==> config.mk <==
export PLATFORM = sky130hd
export DESIGN_NAME = asn1_time_string_parser
export DESIGN_NICKNAME = d
export VERILOG_FILES = /design/src/rtl/asn1ts_pkg.sv /design/src/rtl/asn1_time_string_parser.sv
export SDC_FILE = /design/constraint.sdc
export NUM_CORES = 1
export LEC_CHECK = 0
export BUFFER_PORTS_ARGS = -buffer_cell sky130_fd_sc_hd__buf_2
export CAP_MARGIN = 20
export CORE_MARGIN = 2
export CORE_UTILIZATION = 49
export DETAILED_ROUTE_END_ITERATION = 8
export PLACE_DENSITY = 0.76
export SLEW_MARGIN = 0
export SYNTH_ARGS = -nofsm -noshare
export SYNTH_HDL_FRONTEND = slang
export SYNTH_SLANG_ARGS = --single-unit
==> constraint.sdc <==
create_clock -name clk -period 6.7 [get_ports clk]
set_clock_uncertainty 0.15 [all_clocks]
set_input_delay 0 -clock clk [delete_from_list [all_inputs] [get_ports clk]]
set_output_delay 0 -clock clk [all_outputs]
set_load 0.005 [all_outputs]
==> src/rtl/asn1ts_pkg.sv <==
// Shared types and constants of the ASN.1 time string parser.
`timescale 1ns / 1ps
`default_nettype none

package asn1ts_pkg;

	// Result status codes
	typedef enum logic [1:0] {
		ST_OK       = 2'd0,
		ST_BAD_LEN  = 2'd1,
		ST_BAD_CHAR = 2'd2,
		ST_BAD_DATE = 2'd3
	} status_t;

	localparam int unsigned YEAR_W  = 14;
	localparam int unsigned FIELD_W = 7;
	localparam int unsigned POS_W   = 5;

	localparam logic [7:0] CHAR_ZERO = 8'h30;
	localparam logic [7:0] CHAR_NINE = 8'h39;
	localparam logic [7:0] CHAR_Z    = 8'h5A;

	localparam logic [YEAR_W-1:0]  YEAR_MAX     = 14'd9999;
	localparam logic [YEAR_W-1:0]  YEAR_BASE_19 = 14'd1900;
	localparam logic [YEAR_W-1:0]  YEAR_BASE_20 = 14'd2000;
	localparam logic [YEAR_W-1:0]  UTC_PIVOT    = 14'd50;
	localparam logic [POS_W-1:0]   POS_MAX      = 5'd31;

endpackage

`default_nettype wire

==> src/rtl/asn1_time_string_parser.sv <==
// Top level: ASN.1 UTCTime / GeneralizedTime content parser.
//
//  channel | valid      | stall      | payload
//  --------+------------+------------+--------------------------------------------
//  char    | char_valid | char_stall | char_byte, four_digit_year, last
//  result  | res_valid  | res_stall  | status, year/month/day/hour/minute/second_out
//
// One character word per cycle unless a stalled result holds the input register.
// Words wait in the input register; a last word's result enters the output register.
// Throughput is set by the single digit-accumulate and date-check path between them.
// Reset clears the position, format, accumulators and error flags; no clearing pass.
// A stalled result holds the output register; the input register still drains
// while the output register is empty or being taken in the same cycle.
`timescale 1ns / 1ps
`default_nettype none

module asn1_time_string_parser
	import asn1ts_pkg::*;
(
	input  wire logic               clk,
	input  wire logic               arst_n,
	input  wire logic               char_valid,
	output logic                    char_stall,
	input  wire logic [7:0]         char_byte,
	input  wire logic               four_digit_year,
	input  wire logic               last,
	output logic                    res_valid,
	input  wire logic               res_stall,
	output logic [1:0]              status,
	output logic [YEAR_W-1:0]       year_out,
	output logic [FIELD_W-1:0]      month_out,
	output logic [FIELD_W-1:0]      day_out,
	output logic [FIELD_W-1:0]      hour_out,
	output logic [FIELD_W-1:0]      minute_out,
	output logic [FIELD_W-1:0]      second_out
);

	// acc*10 + d, truncated to the field width
	function automatic logic [YEAR_W-1:0] mul10_y(input logic [YEAR_W-1:0] acc,
		input logic [3:0] d);
		logic [YEAR_W-1:0] s;
		s = (acc << 3) + (acc << 1) + YEAR_W'(d);
		return s;
	endfunction

	function automatic logic [FIELD_W-1:0] mul10_f(input logic [FIELD_W-1:0] acc,
		input logic [3:0] d);
		logic [FIELD_W-1:0] s;
		s = (acc << 3) + (acc << 1) + FIELD_W'(d);
		return s;
	endfunction

	// Input register
	logic               valid_s1;
	logic [7:0]         char_s1;
	logic               fmt_s1;
	logic               last_s1;

	// Parse state
	logic [POS_W-1:0]   pos_q;
	logic               fmt_q;
	logic [YEAR_W-1:0]  year_q;
	logic [FIELD_W-1:0] month_q, day_q, hour_q, minute_q, second_q;
	logic               early_err_q, sec_err_q, trail_z_q;
	logic               yz0_q, yz1_q;   // last and previous year digit were zero

	// Next-state values
	logic               fmt_n;
	logic [YEAR_W-1:0]  year_n;
	logic [FIELD_W-1:0] month_n, day_n, hour_n, minute_n, second_n;
	logic               early_err_n, sec_err_n, trail_z_n;
	logic               yz0_n, yz1_n;

	logic               advance;
	logic               accept;
	logic               is_dig;
	logic [3:0]         dig;
	logic [5:0]         idx6, ylen, len6;
	logic [YEAR_W-1:0]  yr;
	logic               leap;
	logic [FIELD_W-1:0] mlen;
	logic               mon_ok;
	logic               date_ok;
	status_t            st;

	logic               res_valid_q;
	logic [1:0]         status_q;
	logic [YEAR_W-1:0]  year_out_q;
	logic [FIELD_W-1:0] month_out_q, day_out_q, hour_out_q, minute_out_q, second_out_q;

	// Handshake
	assign advance    = valid_s1 && (!res_valid_q || !res_stall);
	assign char_stall = valid_s1 && !advance;
	assign accept     = char_valid && !char_stall;

	// Input register
	always_ff @(posedge clk or negedge arst_n) begin
		if (!arst_n) begin
			valid_s1 <= 1'b0;
		end else if (accept) begin
			valid_s1 <= 1'b1;
		end else if (advance) begin
			valid_s1 <= 1'b0;
		end
	end

	always_ff @(posedge clk) begin
		if (accept) begin
			char_s1 <= char_byte;
			fmt_s1  <= four_digit_year;
			last_s1 <= last;
		end
	end

	// Digit decode and field routing by position
	always_comb begin
		is_dig      = (char_s1 >= CHAR_ZERO) && (char_s1 <= CHAR_NINE);
		dig         = is_dig ? char_s1[3:0] : 4'd0;
		fmt_n       = (pos_q == '0) ? fmt_s1 : fmt_q;
		ylen        = fmt_n ? 6'd4 : 6'd2;
		idx6        = {1'b0, pos_q};
		len6        = idx6 + 6'd1;

		year_n      = year_q;
		month_n     = month_q;
		day_n       = day_q;
		hour_n      = hour_q;
		minute_n    = minute_q;
		second_n    = second_q;
		early_err_n = early_err_q;
		sec_err_n   = sec_err_q;
		trail_z_n   = trail_z_q;
		yz0_n       = yz0_q;
		yz1_n       = yz1_q;

		priority if (idx6 < ylen + 6'd8) begin
			priority if (!is_dig) begin
				early_err_n = 1'b1;
			end else if (idx6 < ylen) begin
				year_n = mul10_y(year_q, dig);
				yz1_n  = yz0_q;
				yz0_n  = (dig == 4'd0);
			end else if (idx6 < ylen + 6'd2) begin
				month_n = mul10_f(month_q, dig);
			end else if (idx6 < ylen + 6'd4) begin
				day_n = mul10_f(day_q, dig);
			end else if (idx6 < ylen + 6'd6) begin
				hour_n = mul10_f(hour_q, dig);
			end else begin
				minute_n = mul10_f(minute_q, dig);
			end
		end else if (idx6 < ylen + 6'd10) begin
			if (!is_dig) begin
				sec_err_n = 1'b1;
			end else begin
				second_n = mul10_f(second_q, dig);
			end
		end else if (idx6 == ylen + 6'd10) begin
			trail_z_n = (char_s1 == CHAR_Z);
		end else begin
			trail_z_n = trail_z_q;
		end
	end

	// Calendar check; leap rule uses binary low bits and the last two year digits
	always_comb begin
		if (fmt_n) begin
			yr = year_n;
		end else if (year_n < UTC_PIVOT) begin
			yr = year_n + YEAR_BASE_20;
		end else begin
			yr = year_n + YEAR_BASE_19;
		end

		// century year (last two digits zero) must be a multiple of 400, i.e. of 16
		leap = (yz0_n && yz1_n) ? (yr[3:0] == 4'd0) : (yr[1:0] == 2'd0);

		mon_ok = 1'b1;
		unique case (month_n)
			7'd1, 7'd3, 7'd5, 7'd7, 7'd8, 7'd10, 7'd12: mlen = 7'd31;
			7'd4, 7'd6, 7'd9, 7'd11:                    mlen = 7'd30;
			7'd2:                                        mlen = leap ? 7'd29 : 7'd28;
			default: begin
				mlen   = 7'd0;
				mon_ok = 1'b0;
			end
		endcase

		date_ok = mon_ok && (yr <= YEAR_MAX) && (hour_n <= 7'd23) &&
			(minute_n <= 7'd59) && (second_n <= 7'd59) &&
			(day_n >= 7'd1) && (day_n <= mlen);
	end

	// Status in priority order
	always_comb begin
		priority if (len6 < ylen + 6'd8) begin
			st = ST_BAD_LEN;
		end else if (early_err_n) begin
			st = ST_BAD_CHAR;
		end else if (len6 < ylen + 6'd10) begin
			st = ST_BAD_LEN;
		end else if (sec_err_n) begin
			st = ST_BAD_CHAR;
		end else if ((len6 == ylen + 6'd10) || ((len6 == ylen + 6'd11) && trail_z_n)) begin
			st = date_ok ? ST_OK : ST_BAD_DATE;
		end else begin
			st = ST_BAD_LEN;
		end
	end

	// Parse state: updates per word, clears after the last word
	always_ff @(posedge clk or negedge arst_n) begin
		if (!arst_n) begin
			pos_q       <= '0;
			fmt_q       <= 1'b0;
			year_q      <= '0;
			month_q     <= '0;
			day_q       <= '0;
			hour_q      <= '0;
			minute_q    <= '0;
			second_q    <= '0;
			early_err_q <= 1'b0;
			sec_err_q   <= 1'b0;
			trail_z_q   <= 1'b0;
			yz0_q       <= 1'b0;
			yz1_q       <= 1'b0;
		end else if (advance) begin
			if (last_s1) begin
				pos_q       <= '0;
				fmt_q       <= 1'b0;
				year_q      <= '0;
				month_q     <= '0;
				day_q       <= '0;
				hour_q      <= '0;
				minute_q    <= '0;
				second_q    <= '0;
				early_err_q <= 1'b0;
				sec_err_q   <= 1'b0;
				trail_z_q   <= 1'b0;
				yz0_q       <= 1'b0;
				yz1_q       <= 1'b0;
			end else begin
				pos_q       <= (pos_q == POS_MAX) ? pos_q : pos_q + 5'd1;
				fmt_q       <= fmt_n;
				year_q      <= year_n;
				month_q     <= month_n;
				day_q       <= day_n;
				hour_q      <= hour_n;
				minute_q    <= minute_n;
				second_q    <= second_n;
				early_err_q <= early_err_n;
				sec_err_q   <= sec_err_n;
				trail_z_q   <= trail_z_n;
				yz0_q       <= yz0_n;
				yz1_q       <= yz1_n;
			end
		end
	end

	// Result register
	always_ff @(posedge clk or negedge arst_n) begin
		if (!arst_n) begin
			res_valid_q <= 1'b0;
		end else if (advance) begin
			res_valid_q <= last_s1;
		end else if (!res_stall) begin
			res_valid_q <= 1'b0;
		end
	end

	always_ff @(posedge clk) begin
		if (advance && last_s1) begin
			status_q <= st;
			if (st == ST_BAD_LEN || st == ST_BAD_CHAR) begin
				year_out_q   <= '0;
				month_out_q  <= '0;
				day_out_q    <= '0;
				hour_out_q   <= '0;
				minute_out_q <= '0;
				second_out_q <= '0;
			end else begin
				year_out_q   <= yr;
				month_out_q  <= month_n;
				day_out_q    <= day_n;
				hour_out_q   <= hour_n;
				minute_out_q <= minute_n;
				second_out_q <= second_n;
			end
		end
	end

	assign res_valid  = res_valid_q;
	assign status     = status_q;
	assign year_out   = year_out_q;
	assign month_out  = month_out_q;
	assign day_out    = day_out_q;
	assign hour_out   = hour_out_q;
	assign minute_out = minute_out_q;
	assign second_out = second_out_q;

endmodule

`default_nettype wire

==> results.md, run 1 <==
- Status: finished clean
- Drt wl/cell: 17.82 microns
- CTS buffer count: 17
- Flop pwr share: 40.1%
- Remaining antenna violation count after routing: 0
- Clk buf depth: 2
- Std cell rows: 47
- Area after DPL: 8867 sq um
- Area growth syn-to-layout: 18.00%
- Synthesized area per cell: 10.13 sq um
- Worst min-delay path class: in2async
- Most frequent cells in the layout: nand2_1, ha_1, nor2_1
- Most common library cell in the layout ignoring fill and taps: nand2_1
- Share of layout cells above drive strength 1: 15.59%
- Combinational power share: 13.8%
- R2R setup slack: 380 ps
- Total grt overflow: 0
- Max_slew headroom: 32.59%
- Die Area: 17,800 sq um
- CP required: 6710 ps
- Synthesis Warnings: 0
- CP arrival: 6330 ps
- CP max stage delay: 380 ps
- Int Power: 1.572 mW
- Sw Share: 25.15%
- Asr flop ratio synth: 50.41%
- Die X: 133.4 microns
- Max-slew violations: 0
- Final hold violation count: 0
- Kind of critical path: reg2reg
- Global-route wire length before repair: 32.78 mm
- DR iter-0 viols: 588
- Static Leak: 4.479 nW
- Number of synthesized flops with an enable pin: 61
- CTS Sinks: 123
- Initial antenna violation count: 0
- Power Density: 216.8 nW/um^2
- Primary FF master, synth: dfrtp_1
- Initial core utilization: 49.86%
- Final setup viols: 0
- Setup TNS Final: 0 ps
- Period utilisation layout: 94.26%
- Mapped Nets: 912
- CTS tree: yes
- Number of global-route vias before repair: 6,301
- Post-DP HPWL: 13.99 mm
- Psw: 0.5282 mW
- Fillers: 1,411
- RSZ-0062 raised after global routing: false
- Gp weighted congestion: 0.9316
- Peak supply drop: 0.0002822 V
- Post-synthesis cell type count: 79
- Post-synthesis sequential area ratio: 41.21%
- Nets: 1,006
- DR DRC count: 0
- Root buffer cell: clkbuf_16
- CP most frequent cell: ha_1
- Chip height: 133.4 microns
- # IOs: 67
- N_diodes: 0
- Max-cap violations: 0
- Slowest-stage cell, CP: mux2i_1
- Design Power: 2.100 mW
- Core area: 16,470 sq um
- All-Layer GR Usage: 23.59%
- Minimum clock period: 6316 ps
- FMAX: 158.3 MHz
- Critical path peak fanout: 11
- Synth Cell Area: 8209 sq um
- Clock Pin Slew Worst Setup and Hold Paths: 60 ps
- Pin count of the biggest net entering global routing: 63
- DR pass1 iterations: 5
- Yosys reg bits: 123
- Critical path endpoint category: flop
- Drt total wl: 20.26 mm
- Vias per inst: 5.741
- Port buffer count: 66
- Slew at the pin closest to its max-slew limit: 1007 ps
- Design area: 9687 sq um
- Clock Power Share: 46.2%
- Worst-Skew Late Latency: 430 ps
- Htree depth: 4
- Vias: 6,528
- CP Launch Type: flop
- Gate Count Post-Synth: 810
[area by class of cell]
type | count | area [sq um] | share of cell area, %
multi-input cells | 607 | 4557 | 47.04
flip-flops and latches | 123 | 3383 | 34.93
repair buffers | 105 | 670.6 | 6.923
clock buffers | 23 | 467.9 | 4.831
well taps | 220 | 275.3 | 2.842
inverters | 50 | 187.7 | 1.937
clock inverters | 9 | 145.1 | 1.498
[worst max-delay path: cells and delay by family, from the launching register on]
| kind | cells | cell delay [ps] |
|---|---|---|
| compound gates | 10 | 1570 |
| fa+ha+maj | 3 | 710 |
| flops | 1 | 370 |
| simple gates | 14 | 2620 |
| mux | 1 | 380 |
| buf+inv | 1 | 250 |
[power by group through the flow]
stage | combinational (mW) | sequential (mW) | clock [mW]
after detailed placement | 0.272 | 0.855 | 0
after global placement | 0.266 | 0.854 | 0
after global routing | 0.315 | 0.844 | 1.00
after floorplan | 0.186 | 0.853 | 0
after CTS | 0.281 | 0.841 | 0.975
final | 0.289 | 0.841 | 0.970
[routing by layer]
metal | track usage [%] | wire (microns) | part of all wire [%] | up-vias
met4 | 7.624 | 395 | 1.9 | 0
met3 | 4.795 | 1318 | 6.5 | 37
met2 | 36.68 | 9328 | 46 | 241
li1 | - | - | - | 3110
met5 | 0 | 0 | 0 | -
met1 | 33.29 | 9220 | 46 | 3140
[cells in the mapped netlist (3+ instances only)]
cell | number | area share, %
o22ai_1 | 5 | 0.38
a22o_1 | 6 | 0.64
a32o_1 | 16 | 2.0
inv_1 | 50 | 2.3
o211ai_1 | 3 | 0.27
fa_1 | 12 | 2.9
a21o_1 | 17 | 1.6
nand3_1 | 9 | 0.55
or3_1 | 3 | 0.23
nand4_1 | 4 | 0.30
nor3_1 | 8 | 0.49
dfrtp_1 | 62 | 19
o21ai_0 | 53 | 3.2
xor2_1 | 15 | 1.6
ha_1 | 76 | 12
nor2b_1 | 7 | 0.53
buf_6 | 3 | 0.41
buf_2 | 4 | 0.24
and3_1 | 11 | 0.84
o21bai_1 | 6 | 0.55
a31oi_1 | 5 | 0.38
a211oi_1 | 7 | 0.64
xnor2_1 | 36 | 3.8
and2_1 | 11 | 0.84
nor4_1 | 5 | 0.38
edfxtp_1 | 61 | 22
mux2i_1 | 40 | 4.9
clkbuf_1 | 20 | 0.91
a21oi_1 | 29 | 1.8
nand2_1 | 84 | 3.8
o31ai_1 | 3 | 0.27
nand2b_1 | 9 | 0.69
nand4b_1 | 3 | 0.32
nor2_1 | 74 | 3.4
[state kept, by name, summed over array words and instances, names as in the netlist, 2 cells and up]
register / cells
month_out: 7
minute_q: 7
status: 2
second_q: 7
pos_q: 5
hour_out: 7
second_out: 7
month_q: 7
year_q: 14
year_out: 14
day_out: 7
hour_q: 7
char_s1: 8
day_q: 7
minute_out: 7
[timing repair]
| action | 4_1_cts | 5_1_grt |
|---|---|---|
| resized for setup | 0 | 6 |
| hold buffers | 14 | 0 |
| hold endpoints to repair | 74 | 0 |
| endpoints found under the setup margin | 0 | 2 |
| setup buffers | 0 | 1 |
[final timing paths]
check                              from           to  cells past startpoint
min reg2reg                 second_q[6]  second_q[6]                      2
max                            pos_q[4]    status[0]                     29
min in group clk           char_byte[0]   char_s1[0]                      2
max reg2reg                    pos_q[4]    status[0]                     29
min                              arst_n  second_q[6]                      3
max in group asynchronous        arst_n   year_q[11]                      3
[through the flow]
stage          hold WS (ps)  utilization [%]  worst slack (ps)  instances
6_report              125.5            58.83             384.3       1137
5_1_grt               131.5            58.83             9.930       1137
4_1_cts               123.2            58.43             303.9       1135
3_5_place_dp          28.09            53.85             367.5       1089
3_3_place_gp          26.97            53.85             500.9       1089
2_1_floorplan        -445.6                -             776.6        810
[kinds of logic after synthesis]
logic type	synth area share (%)
xor+xnor	5.441
flops	41.21
buf+inv	4.008
simple gates	14.78
mux	5.182
fa+ha+maj	14.51
compound gates	14.86
Power figures use the tool's default switching activity.
==> run 2, diff against run 1 <==
--- a/config.mk
+++ b/config.mk
@@ -10,7 +10,8 @@
 export CORE_MARGIN = 2
 export CORE_UTILIZATION = 49
 export DETAILED_ROUTE_END_ITERATION = 8
-export PLACE_DENSITY = 0.76
+export PLACE_DENSITY = 0.73
+export REMOVE_ABC_BUFFERS = 1
 export SLEW_MARGIN = 0
 export SYNTH_ARGS = -nofsm -noshare
 export SYNTH_HDL_FRONTEND = slang
==> run 2 against run 1 <==
Net effect: utilization grew 0.20 points; largest power group unchanged; die area is the same; critical endpoint unchanged; largest cell class unchanged; routed wire length grew 0.72%; critical path depth shrank 5; non-clock buffer count shrank 2; power grew 3.8%.
==> results.md, run 2 (synthesized netlist as in run 1, its figures left out) <==
- R2R setup slack: 270 ps
- Fillers: 1,385
- # IOs: 67
- Max-slew violations: 0
- Die Area: 17,800 sq um
- Port buffer count: 66
- Number of global-route vias before repair: 6,351
- DR pass1 iterations: 5
- Root buffer cell: clkbuf_16
- Post-DP HPWL: 14.07 mm
- Period utilisation layout: 96.02%
- Register area: 3383 sq um
- Max-cap violations: 0
- CP Launch Type: flop
- Combinational power share: 13.3%
- Design Power: 2.180 mW
- Core area: 16,470 sq um
- Htree depth: 4
- Power Density: 224.3 nW/um^2
- Worst min-delay path class: in2reg
- CTS buffer count: 17
- R2R depth: 24
- CP endpoint: status[0]
- Total grt overflow: 0
- CP required: 6710 ps
- Most common library cell in the layout ignoring fill and taps: nand2_1
- Final setup viols: 0
- Multi-input logic area: 4546 sq um
- Setup TNS Final: 0 ps
- Vias per inst: 5.737
- Final Util: 59.03%
- Non-Filler Instances: 1,135
- FF-to-FF End: status[0]
- RSZ-0062 raised after global routing: false
- Drt total wl: 20.41 mm
- Final WS setup: 266.6 ps
- Flop pwr share: 38.6%
- DR DRC count: 0
- Final hold violation count: 0
- Critical path endpoint category: flop
- CTS tree: yes
- Remaining antenna violation count after routing: 0
- Std cell rows: 47
- Nets: 1,004
- Slew at the pin closest to its max-slew limit: 1001 ps
- Clock Pin Slew Worst Setup and Hold Paths: 60 ps
- Initial core utilization: 49.86%
- CP Launch Point: char_s1[6]
- Int Power: 1.634 mW
- Peak supply drop: 0.0001900 V
- Pin count of the biggest net entering global routing: 63
- Reg-to-reg startpoint: char_s1[6]
- Share of layout cells above drive strength 1: 16.07%
- DR iter-0 viols: 586
- FMAX: 155.4 MHz
- Global-route wire length before repair: 33.15 mm
- Kind of critical path: reg2reg
- N_diodes: 0
- Clk buf depth: 2
- CP arrival: 6440 ps
- Pre-CTS WS: 187.7 ps
- Clock Power Share: 48.1%
- Vias: 6,512
- Critical path peak fanout: 6
- Drt wl/cell: 17.98 microns
- Die X: 133.4 microns
- Psw: 0.5457 mW
- Minimum clock period: 6433 ps
- Static Leak: 4.498 nW
- Gp weighted congestion: 0.9339
- Max_slew headroom: 33.05%
- Worst-Skew Late Latency: 430 ps
- Status: finished clean
- CTS Sinks: 123
- Area growth syn-to-layout: 18.40%
- Chip height: 133.4 microns
- Initial antenna violation count: 0
- All-Layer GR Usage: 23.90%
- Placed cell count: 1,087
- Sw Share: 25.04%
- Most frequent cells in the layout: nand2_1, ha_1, nor2_1
run 2: timing repair:
action	in CTS	in global routing
setup buffers	0	1
gates resized for setup	0	6
hold buffers	14	0
endpoints found under the hold margin	84	0
endpoints found under the setup margin	0	2
run 2: worst min-delay path by stage:
| stage | cells after the start | slack [ps] | from | end |
|---|---|---|---|---|
| 4_1_cts | 2 | 120 | char_byte[6] | char_s1[6] |
| 3_3_place_gp | 1 | 30 | char_byte[5] | char_s1[5] |
| 3_5_place_dp | 1 | 30 | char_byte[2] | char_s1[2] |
| 6_report | 2 | 130 | char_byte[2] | char_s1[2] |
| 5_1_grt | 2 | 130 | char_byte[3] | char_s1[3] |
| 2_1_floorplan | 0 | -450 | arst_n | day_q[0] |
run 2: cell type report:
class	count	share of cell area (%)
tap	220	2.832
sequential	123	34.81
inverter	50	1.931
clock inverter	14	2.497
multi-input combinational	607	46.77
clock buffer	18	4.416
timing repair buffer	103	6.746
run 2: layer usage:
layer / wire, microns / GRT usage (%) / share of wire [%]
met2: 9659 / 38.32 / 47
met4: 476 / 8.806 / 2.3
met5: 0 / 0 / 0
met3: 1096 / 4.756 / 5.4
met1: 9176 / 32.35 / 45
run 2: critical path, stage by stage, from the launching register on:
cell and delay (ps):
edfxtp_1 380, and4bb_2 390, and2_2 220, nand2_1 100, fa_1 500, inv_1 70
fa_1 460, a21o_1 210, a221oi_2 380, xnor2_1 160, o41a_1 440, nand4b_1 300
and2_1 280, a311o_1 370, a21oi_1 160, o22ai_1 90, and3_1 200, ha_1 270
nand3_1 80, o22ai_1 150, nand4_1 120, nor4_2 310, nand2_1 120, o21ai_1 200
a31oi_1 60
run 2: metrics by stage:
step           cell area (sq um)  hold WS (ps)
4_1_cts                     9667         115.6
3_3_place_gp                8855         25.95
3_5_place_dp                8855         28.09
5_1_grt                     9719         130.6
2_1_floorplan               8068        -445.6
6_report                    9719         134.5
run 2: power by group through the flow:
| stage | Sequential, mW | Clock, mW | Combinational [mW] |
|---|---|---|---|
| floorplan | 0.855 | 0 | 0.176 |
| global placement | 0.854 | 0 | 0.274 |
| detailed placement | 0.855 | 0 | 0.276 |
| CTS | 0.841 | 1.05 | 0.284 |
| global route | 0.843 | 1.09 | 0.320 |
| finish | 0.841 | 1.05 | 0.290 |
